==> config.mk <==
export PLATFORM = sky130hd
export DESIGN_NAME = psbl_ctrl
export DESIGN_NICKNAME = d
export VERILOG_FILES = /design/src/rtl/core/psbl_pkg.sv /design/src/rtl/core/psbl_ctrl.sv
export SDC_FILE = /design/constraint.sdc
export NUM_CORES = 1
export LEC_CHECK = 0
export ABC_AREA = 0
export BUFFER_PORTS_ARGS = -buffer_cell sky130_fd_sc_hd__buf_2
export CAP_MARGIN = 10
export CORE_AREA = 5 5 42 44
export CTS_CLUSTER_SIZE = 20
export DETAILED_ROUTE_END_ITERATION = 10
export DIE_AREA = 0 0 47 49
export GPL_ROUTABILITY_DRIVEN = 0
export PLACE_DENSITY = 0.38
export REMOVE_ABC_BUFFERS = 1
export SETUP_SLACK_MARGIN = 0.05
export SLEW_MARGIN = 25
export SYNTH_ARGS = -nofsm -noshare
export SYNTH_HDL_FRONTEND = slang
export SYNTH_SLANG_ARGS = --single-unit
==> constraint.sdc <==
create_clock -name clk_i -period 0.8 [get_ports clk_i]
set_input_delay 0.08 -clock clk_i [delete_from_list [all_inputs] [get_ports clk_i]]
set_output_delay 0.08 -clock clk_i [all_outputs]
set_load 0.1 [all_outputs]
==> src/rtl/core/psbl_pkg.sv <==
// Shared types, constants and codes for the prefix-sum bucket locator.
package psbl_pkg;

  localparam int unsigned MaxBuckets = 1024;
  localparam int unsigned IdxW       = (MaxBuckets > 1) ? $clog2(MaxBuckets) : 1;
  localparam int unsigned CountW     = $clog2(MaxBuckets + 1);
  localparam int unsigned ValueW     = 32;
  localparam int unsigned BucketW    = 11;

  typedef enum logic [1:0] {
    FUNC_APPEND  = 2'd0,
    FUNC_QUERY   = 2'd1,
    FUNC_RESTART = 2'd2,
    FUNC_NONE    = 2'd3
  } func_e;

  typedef enum logic [1:0] {
    ST_OK     = 2'd0,
    ST_FULL   = 2'd1,
    ST_ZERO   = 2'd2,
    ST_BEYOND = 2'd3
  } status_e;

  typedef enum logic [1:0] {
    S_IDLE,
    S_DECIDE,
    S_READ,
    S_COMPARE
  } ctrl_state_e;

  // Commands from the controller to the datapath.
  typedef struct packed {
    logic load;         // capture an accepted request
    logic exec;         // finish a request that needs no search
    logic search_init;  // set up the search bounds
    logic rd;           // read the stored total at the midpoint
    logic step;         // narrow the bounds with the read total
    logic finish;       // deliver the search result
  } psbl_cmd_t;

  // Status from the datapath to the controller.
  typedef struct packed {
    logic query_ok;     // request is a query that needs a search
    logic lo_lt_hi;     // search interval still holds more than one entry
  } psbl_sts_t;

endpackage

==> src/rtl/core/psbl_ctrl.sv <==
// Controller state machine sequencing requests and the binary search.
module psbl_ctrl
  import psbl_pkg::*;
(
  input  logic      clk_i,
  input  logic      rst_ni,
  input  logic      start_i,
  input  psbl_sts_t sts_i,
  output psbl_cmd_t cmd_o,
  output logic      busy_o
);

  ctrl_state_e state_q, state_d;

  always_ff @(posedge clk_i or negedge rst_ni) begin
    if (!rst_ni) begin
      state_q <= S_IDLE;
    end else begin
      state_q <= state_d;
    end
  end

  always_comb begin
    state_d = state_q;
    unique case (state_q)
      S_IDLE: begin
        if (start_i) state_d = S_DECIDE;
      end
      S_DECIDE: begin
        state_d = sts_i.query_ok ? S_READ : S_IDLE;
      end
      S_READ: begin
        state_d = sts_i.lo_lt_hi ? S_COMPARE : S_IDLE;
      end
      S_COMPARE: begin
        state_d = S_READ;
      end
      default: begin
        state_d = S_IDLE;
      end
    endcase
  end

  always_comb begin
    cmd_o  = '0;
    busy_o = 1'b1;
    unique case (state_q)
      S_IDLE: begin
        busy_o     = 1'b0;
        cmd_o.load = start_i;
      end
      S_DECIDE: begin
        cmd_o.search_init = sts_i.query_ok;
        cmd_o.exec        = !sts_i.query_ok;
      end
      S_READ: begin
        cmd_o.rd     = sts_i.lo_lt_hi;
        cmd_o.finish = !sts_i.lo_lt_hi;
      end
      S_COMPARE: begin
        cmd_o.step = 1'b1;
      end
      default: begin
        busy_o = 1'b1;
      end
    endcase
  end

endmodule

After elaboration in Yosys (flattened, before gate mapping)
Cells that the tools add are included.
{ "totals": {"register_bits": 2, "latch_bits": 0, "ramBits": 0, "rom_bits": 0, "mem_count": 0} }
{ "op_classes": {"n_addsub": 0, "mul": 0, "div_mod_pow": 0, "n_lt_le_gt_ge": 0, "n_eq_ne": 4, "shift": 0, "n_mux": 10, "n_bitwise": 0, "reduce_logical": 3} }
{ "op_table": {"columns": ["op", "count"], "rows": [
  ["$mux 2", 4],
  ["$pmux 2 s4", 1],
  ["$mux 1", 5],
  ["$eq 2x2->1 const B", 2],
  ["$eq 2x1->1 const B", 1],
  ["$logic_not 1->1", 2],
  ["$logic_not 2->1", 1],
  ["$ne 2x2->1 const B", 1]
]} }

Longest topological paths before layout
Gate-level depths: netlist of the first run.
{ "depth": {"depth_word": 2, "depth_mapped": 2, "mapped_depth_nobuf": 2} }

Worst setup path before layout of the first run
No wires, ideal clock.
{ "synth_path": {"path_kind": "reg2out", "startpoint": "reg state_q[1]", "endpoint": "out cmd_o[4] (netlist bit)", "arrival_ps": 2652, "required_time_ps": 720, "path_slack_ps": -1932, "path_stages_with_launch": 2, "n_path_buf": 0, "cell_sequence": "dfrtp_1 -> nor3b_1"} }
{ "synth_lines": {"columns": ["element", "line_no", "source"], "rows": [
  ["start, declared", "psbl_ctrl.sv:13", "ctrl_state_e state_q, state_d;"],
  ["start signal, assigned", "psbl_ctrl.sv:19", "state_q <= state_d;"],
  ["end, declared", "psbl_ctrl.sv:9", "output psbl_cmd_t cmd_o,"]
]} }

==> results of run 1 <==
==> cell usage after synthesis <==
master,n,area (µm²)
o21ai_0,1,5.00
and2_2,1,7.51
a21oi_1,1,5.00
or2_4,1,8.76
dfrtp_1,2,50.1
nor3b_1,2,15.0
nand2b_1,1,6.26
and3b_2,2,20.0
nand2_1,2,7.51
inv_1,1,3.75
nor2_2,1,6.26
==> critical path: stages (launching register included) <==
cell	delay [ns]
dfrtp_2	0.43
or2_4	0.28
nor2_4	0.10
buf_12	0.18
==> how the worst max path moves through the flow <==
| stage | from | end | slack, ns | depth (start not counted) |
|---|---|---|---|---|
| CTS | state_q[1] | cmd_o[5] | -0.50 | 3 |
| floorplan | state_q[1] | cmd_o[4] | -1.93 | 1 |
| global route | state_q[0] | cmd_o[5] | -0.54 | 3 |
| global placement | state_q[0] | cmd_o[5] | -0.30 | 3 |
| detailed placement | state_q[0] | cmd_o[5] | -0.31 | 3 |
| finish | state_q[1] | cmd_o[5] | -0.49 | 3 |
==> area by class of cell <==
cell class / instances / area [µm²]
clock buffer: 3 / 22.5
timing repair buffer: 18 / 219
sequential: 2 / 52.6
inverter: 1 / 3.75
fill: 155 / 978
multi-input combinational: 12 / 105
tap: 16 / 20.0
==> per-layer routing <==
layer,GRT usage,share of wire
met1,0.0747,0.49
met2,0.0633,0.34
met3,0.0517,0.15
met4,0.0415,0.014
met5,0,0
==> stage by stage <==
step,setup TNS (ns),std cells
after floorplan,-5.51,15
after global placement,-1.62,46
after detailed placement,-1.70,46
after CTS,-3.37,51
after global routing,-3.76,52
final,-3.29,52
==> cells by family after synthesis <==
group / after synthesis / share of synthesized area
buf+inv: 1 / 0.0278
flops: 2 / 0.370
compound gates: 2 / 0.0740
simple gates: 10 / 0.528
==> timing repair <==
item	4_1_cts	5_1_grt
setup buffers	1	1
pin swaps	3	1
hold endpoints to repair	2	0
hold buffers	1	0
gates resized for setup	7	1
setup endpoints to repair	9	9
==> flow_summary.yaml, run 1 <==
outcome:
  status: "finished, violations left"
  violations: "negative setup slack"
sta:
  setup_viol: 9
  rsz0062_at_grt: "true"
  finalMaxSlewViolations: 0
  maxSlewHeadroom: 0.890
  period_share: 1.62
  worst-slew-pin-transition_ns: 0.165
  fin_skew_ns: 0.00343
  finalHoldViolations: 0
  min_period_ns: 1.29
  hold_slack_ns: 0.117
  fmax_mhz: 774
  fin_ws_ns: -0.492
final_layout:
  final_cell_mix: "buf_12 (7), buf_4 (5), buf_2 (4)"
  area_growth_pct: 213
  top_regs: "state_q x2"
  antenna_cells: 0
  drive_gt1_frac: 0.861
  nets: 43
  fin_area_um2: 423
  layout.core_utilization: 0.302
  layout_commonest_cell: "buf_12"
  largest_reg_flops: 2
  top_register: "state_q"
synth:
  yosysSeqAreaShare: 0.370
  synth_cell_types: 11
  syn-cell-area_um2: 135
  avgSynthCellArea_um2: 9.01
  synth-seq-cells: 2
  yosysWarnings: 0
  synthCells: 15
routing:
  drc: 0
  drt-total-wl_um: 507
  dr.first_iter.drc_count: 3
  drt-wirelength-per-cell_um: 9.75
  dr.pass1.iters: 2
  antenna_left: 0
  vias_per_cell: 3.54
  num_vias: 184
worst_setup_path:
  r2r_start: "state_q[1]"
  critical_path.startpoint_type: "register"
  rrSetupSlack_ns: -0.24
  reg2reg_depth: 4
  reg2reg_to: "state_q[0]"
  cp.arrival_ns: 1.21
  worstSetupPathType: "register to output port"
  required_ns: 0.72
  cp-end-kind: "output port"
  crit_fanout: 7
floorplan:
  fp.dieArea_mm2: 0.00230
  rows: 14
  start_util: 0.0964
  die_y_um: 49
  ioPinCount: 12
  die_w_um: 47
  core_area_mm2: 0.00140
cts:
  clk_pin_slew_worst_paths_ns: 0.03
  htreeDepth: 1
  clock_sinks: 2
  cts_made_buffers: 3
  cts_tree: "built"
  cts_root_buf: "clkbuf_4"
  clk_path_buf_depth: 2
  clk_latency_ns: 0.22
global_routing:
  grt_usage: 0.0599
  antenna_found_initial: 0
  grt_pass1_vias: 212
  grt_max_degree: 9
  grt-ovfl-total: 0
  grt_pass1_wl_um: 917
run:
  max_cap_viol_count: 0
placed_design:
  port_buffers: 11
  placed_area_um2: 345
  pre_cts_ws_ns: -0.306
hold_path:
  hold_path_depth: 3
  min_path_type: "input port to register"
  hp-start: "sts_i[1]"
  hold_end: "state_q[1]"
Power of run 1 is left out: the tool's default activity adds up to more than one toggle a clock period on the data nets, which glitch-free logic cannot reach.
==> run 2, diff against run 1 <==
--- a/config.mk
+++ b/config.mk
@@ -5,15 +5,15 @@
 export SDC_FILE = /design/constraint.sdc
 export NUM_CORES = 1
 export LEC_CHECK = 0
-export ABC_AREA = 0
-export BUFFER_PORTS_ARGS = -buffer_cell sky130_fd_sc_hd__buf_2
+export ABC_AREA = 1
 export CAP_MARGIN = 10
 export CORE_AREA = 5 5 42 44
 export CTS_CLUSTER_SIZE = 20
 export DETAILED_ROUTE_END_ITERATION = 10
 export DIE_AREA = 0 0 47 49
+export DONT_BUFFER_PORTS = 1
 export GPL_ROUTABILITY_DRIVEN = 0
-export PLACE_DENSITY = 0.38
+export PLACE_DENSITY = 0.3
 export REMOVE_ABC_BUFFERS = 1
 export SETUP_SLACK_MARGIN = 0.05
 export SLEW_MARGIN = 25
==> run 2 against run 1 <==
Net effect: the run still ends with negative setup slack left; worst hold slack worse by 0.091 ns; critical path type unchanged; fmax increased by 8.3%; first-iteration DRC count fell by 67%; largest cell class unchanged; cell area fell by 8.3%; utilization fell by 2.5 points; die area did not move; count of clock-buffer cells in the layout unchanged.
==> flow_summary.yaml, run 2 <==
worst_setup_path:
  reg2reg_depth: 5
  critical_path.max_stage_delay_ns: 0.45
  reg2reg_to: "state_q[0]"
  crit_fanout: 5
  critical_path.startpoint_type: "register"
  worstSetupPathType: "register to output port"
  r2r_start: "state_q[1]"
  crit_path_cell_trace: "inv_4, nand3_2, inv_2, buf_12"
  crit_path_top_delay_cell: "dfrtp_2"
  cp-end-kind: "output port"
  required_ns: 0.72
  rrSetupSlack_ns: -0.22
  cp.arrival_ns: 1.11
sta:
  fin_ws_ns: -0.393
  min_period_ns: 1.19
  fmax_mhz: 838
  setup_viol: 9
  maxSlewHeadroom: 0.877
  rsz0062_at_grt: "true"
  finalMaxSlewViolations: 0
  fin_skew_ns: 0.00186
  worst-slew-pin-transition_ns: 0.184
  finalHoldViolations: 0
  period_share: 1.49
routing:
  dr.first_iter.drc_count: 1
  antenna_left: 0
  num_vias: 176
  vias_per_cell: 3.59
  dr.pass1.iters: 2
  drt-total-wl_um: 509
  drt-wirelength-per-cell_um: 10.4
  drc: 0
floorplan:
  core_area_mm2: 0.00140
  fp.dieArea_mm2: 0.00230
  ioPinCount: 12
  rows: 14
  die_w_um: 47
  die_y_um: 49
  start_util: 0.0946
synth:
  async_flop_share: 1.00
  synth_top_area_share: 0.377
  avgSynthCellArea_um2: 7.37
  synth_enable_flop_cells: 0
  yosys-top-cells-area: "dfrtp_1 (38%), nor3_2 (15%), inv_1 (11%), nand2_1 (11%), nand3_1 (7.5%)"
  synthCells: 18
  synth_top_cell_by_area: "dfrtp_1"
  synth_cell_types: 8
  synth_common_cells: "inv_1 (4), nand2_1 (4)"
  synth-seq-cells: 2
  syn-cell-area_um2: 133
  yosysSeqAreaShare: 0.377
  yosysWarnings: 0
  synth_ff_type: "dfrtp_1"
outcome:
  violations: "negative setup slack"
  status: "finished, violations left"
final_layout:
  multi_input_area_um2: 82.6
  top_register: "state_q"
  top_regs: "state_q x2"
  fin_area_um2: 388
  layout_commonest_cell: "buf_12"
  final_cell_mix: "buf_12 (7), inv_2 (4), nand2_1 (4)"
  antenna_cells: 0
  largest_reg_flops: 2
  layout.core_utilization: 0.277
  register_area_um2: 52.6
  fillers: 162
  nets: 40
  area_growth_pct: 192
  drive_gt1_frac: 0.788
global_routing:
  grt_usage: 0.0557
  grt_pass1_vias: 223
  grt_pass1_wl_um: 841
  grt_max_degree: 6
  grt-ovfl-total: 0
  antenna_found_initial: 0
cts:
  clock_sinks: 2
  cts_root_buf: "clkbuf_4"
  clk_pin_slew_worst_paths_ns: 0.03
  cts_made_buffers: 3
  htreeDepth: 1
  cts_tree: "built"
  clk_latency_ns: 0.23
  clk_path_buf_depth: 2
hold_path:
  min_path_type: "input port to register"
  hp-start: "sts_i[0]"
  hold_path_depth: 2
  hold_end: "state_q[0]"
placed_design:
  place_hpwl_um: 380
  placed_area_um2: 320
  port_buffers: 0
run:
  max_cap_viol_count: 0
## run 2: changes by cell type in the layout (fill, tap and decap cells not counted), sizes merged
cell / before / now
nand2: 2 / 4
nor2: 1 / 0
dlygate4sd3: 1 / 2
or2: 1 / 0
nor3: 0 / 2
nand3: 0 / 3
nor3b: 2 / 0
inv: 1 / 6
buf: 17 / 10
a21oi: 1 / 0
and3b: 2 / 0
and2: 1 / 0
nand2b: 1 / 0
## run 2: how the worst max path moves through the flow
stage / startpoint / endpoint / slack (ns)
CTS: state_q[1] / cmd_o[3] / -0.40
detailed placement: state_q[1] / cmd_o[3] / -0.24
global placement: state_q[1] / cmd_o[3] / -0.23
floorplan: state_q[0] / cmd_o[0] / -0.92
global route: state_q[0] / cmd_o[5] / -0.44
finish: state_q[1] / cmd_o[5] / -0.39
## run 2: area by class of cell
type / instances / share of cell area
Multi-Input combinational cell: 10 / 0.213
Sequential cell: 2 / 0.135
Inverter: 6 / 0.0710
Timing Repair Buffer: 12 / 0.471
Clock buffer: 3 / 0.0581
Tap cell: 16 / 0.0516
## run 2: critical path, delay by kind of cell, from the launching register on
family	cells	cell delay, ns
simple gates	1	0.09
buf+inv	3	0.33
flops	1	0.45
## run 2: logic make-up after synthesis
| family | count (synthesis) | share of synthesized area |
|---|---|---|
| AND/OR/NAND/NOR | 9 | 0.415 |
| AO/OA/AOI/OAI | 1 | 0.0377 |
| flip-flops | 2 | 0.377 |
| buffers and inverters | 6 | 0.170 |
## run 2: repair_timing
item,4_1_cts,5_1_grt
pin swaps,3,1
buffers inserted,1,0
resized for setup,10,0
hold endpoints to repair,3,0
hold buffers,2,0
endpoints found under the setup margin,9,9
## run 2: metal layers
layer | vias up | routed length, µm | global-route usage
met4 | 0 | 29 | 0.0829
li1 | 85 | - | -
met2 | 13 | 214 | 0.0724
met1 | 74 | 204 | 0.0530
met3 | 4 | 61 | 0.0185
met5 | - | 0 | 0
## run 2: per-stage QoR
| stage | std cells | TNS (ns) | setup WS [ns] | hold slack (ns) |
|---|---|---|---|---|
| CTS | 49 | -2.88 | -0.395 | 0.0220 |
| floorplan | 18 | -3.94 | -0.924 | -0.216 |
| global route | 49 | -3.23 | -0.440 | 0.0195 |
| global placement | 43 | -1.39 | -0.231 | -0.216 |
| detailed placement | 43 | -1.51 | -0.243 | -0.216 |
| finish | 49 | -2.87 | -0.393 | 0.0259 |
Power of run 2 is left out for the same reason.
==> run 3, diff against run 2 <==
--- a/config.mk
+++ b/config.mk
@@ -8,6 +8,7 @@
 export ABC_AREA = 1
 export CAP_MARGIN = 10
 export CORE_AREA = 5 5 42 44
+export CTS_BUF_LIST = sky130_fd_sc_hd__clkbuf_16
 export CTS_CLUSTER_SIZE = 20
 export DETAILED_ROUTE_END_ITERATION = 10
 export DIE_AREA = 0 0 47 49
==> run 3 against run 2 <==
Net effect: the run still ends with negative setup slack left; critical path type unchanged; worst setup slack improved by 0.0034 ns; fmax rose by 0.29%; via count fell by 4.0%; critical path depth fell by 2; clock skew barely moved; flip-flop and latch count did not move; sequential share of layout area fell by 1.1 points; count of clock-buffer cells in the layout did not move.
==> flow_summary.yaml, run 3 (same netlist as run 2, synthesis figures left out) <==
outcome:
  status: "finished, violations left"
  violations: "negative setup slack"
routing:
  dr_wl_met3_um: 89
  vias_per_cell: 3.60
  highest_layer: "met4"
  dr.pass1.iters: 1
  drc: 0
  drt-total-wl_um: 521
  drt-wirelength-per-cell_um: 11.1
  wl_met2_um: 229
  num_vias: 169
  dr.first_iter.drc_count: 0
  wl_met1_um: 186
  antenna_left: 0
sta:
  worst-slew-pin-transition_ns: 0.186
  hold_slack_ns: 0.000197
  fmax_mhz: 840
  finalHoldViolations: 0
  fin_ws_ns: -0.390
  setup_viol: 9
  fin_skew_ns: 0.00164
  tns_ns: -2.75
  maxSlewHeadroom: 0.875
  period_share: 1.49
  finalMaxSlewViolations: 0
  rsz0062_at_grt: "true"
  min_period_ns: 1.19
floorplan:
  rows: 14
  start_util: 0.0946
  die_w_um: 47
  core_area_mm2: 0.00140
  fp.dieArea_mm2: 0.00230
  ioPinCount: 12
  die_y_um: 49
hold_path:
  min_path_type: "input port to register"
  hp-start: "sts_i[0]"
worst_setup_path:
  cp-endpoint: "cmd_o[0]"
  cp-end-kind: "output port"
  r2r_start: "state_q[1]"
  crit_path_start: "state_q[0]"
  critical_path.startpoint_type: "register"
  reg2reg_to: "state_q[0]"
  required_ns: 0.72
  crit_fanout: 5
  reg2reg_depth: 4
  rrSetupSlack_ns: -0.11
  worstSetupPathType: "register to output port"
  cp.arrival_ns: 1.11
cts:
  clk_path_buf_depth: 2
  post-cts-setup-buffers: 0
  cts_tree: "built"
  clk_latency_ns: 0.22
  htreeDepth: 1
  clk_pin_slew_worst_paths_ns: 0.03
  clock_sinks: 2
  cts_root_buf: "clkbuf_16"
  cts_made_buffers: 3
placed_design:
  port_buffers: 0
  place_hpwl_um: 380
  dp_cells: 43
final_layout:
  area_growth_pct: 219
  top_regs: "state_q x2"
  fillers: 158
  layout.core_utilization: 0.302
  drive_gt1_frac: 0.806
  top_register: "state_q"
  layout_commonest_cell: "buf_12"
  nets: 38
  final_cell_mix: "buf_12 (7), inv_2 (4), nand2_1 (4)"
  antenna_cells: 0
  fin_cells: 47
  largest_reg_flops: 2
global_routing:
  grt_pass1_wl_um: 793
  antenna_found_initial: 0
  grt-ovfl-total: 0
  grt_usage: 0.0542
  grt_pass1_vias: 208
  grt_max_degree: 6
run:
  max_cap_viol_count: 0
[run 3: cell types whose count changed in the layout (fill, tap and decap cells not counted)]
| cell | previous run | this run |
|---|---|---|
| clkbuf_16 | 0 | 3 |
| clkbuf_4 | 3 | 0 |
| buf_4 | 3 | 2 |
| dlygate4sd3_1 | 2 | 1 |
[run 3: how the worst min path moves through the flow]
stage                     slack (ns)  cells after the start    endpoint
after floorplan                -0.22                      0  state_q[0]
after global placement         -0.22                      0  state_q[1]
after detailed placement       -0.22                      0  state_q[0]
after CTS                     0.0009                      2  state_q[1]
after global routing            0.03                      2  state_q[1]
final                         0.0002                      2  state_q[1]
[run 3: cell type report]
class                      instances  area (µm²)  share of cell area
timing repair buffer              10         165               0.391
multi-input combinational         10        82.6               0.195
clock buffer                       3        75.1               0.178
sequential                         2        52.6               0.124
inverter                           6        27.5              0.0651
tap                               16        20.0              0.0473
[run 3: timing repair]
action                                  in CTS  in global routing
gates resized for setup                     10                  0
hold buffers                                 1                  0
endpoints found under the setup margin       9                  9
cloned                                       0                  0
endpoints found under the hold margin        2                  0
pin swaps                                    2                  1
[run 3: per-stage QoR]
stage                     setup WS (ns)  area [µm²]
final                            -0.390         423
after global routing             -0.422         423
after CTS                        -0.395         423
after detailed placement         -0.243         320
after global placement           -0.231         320
after floorplan                  -0.924         133
[run 3: critical path: stages, from the launching register on]
cell and delay, ns:
dfrtp_2 0.45, nor3_4 0.23, buf_12 0.20
[run 3: routing by layer]
| layer | global-route usage | vias up |
|---|---|---|
| li1 | - | 82 |
| met1 | 0.0418 | 71 |
| met2 | 0.0724 | 14 |
| met3 | 0.0406 | 2 |
| met4 | 0.0691 | 0 |
| met5 | 0 | - |
Power of run 3 is left out for the same reason.
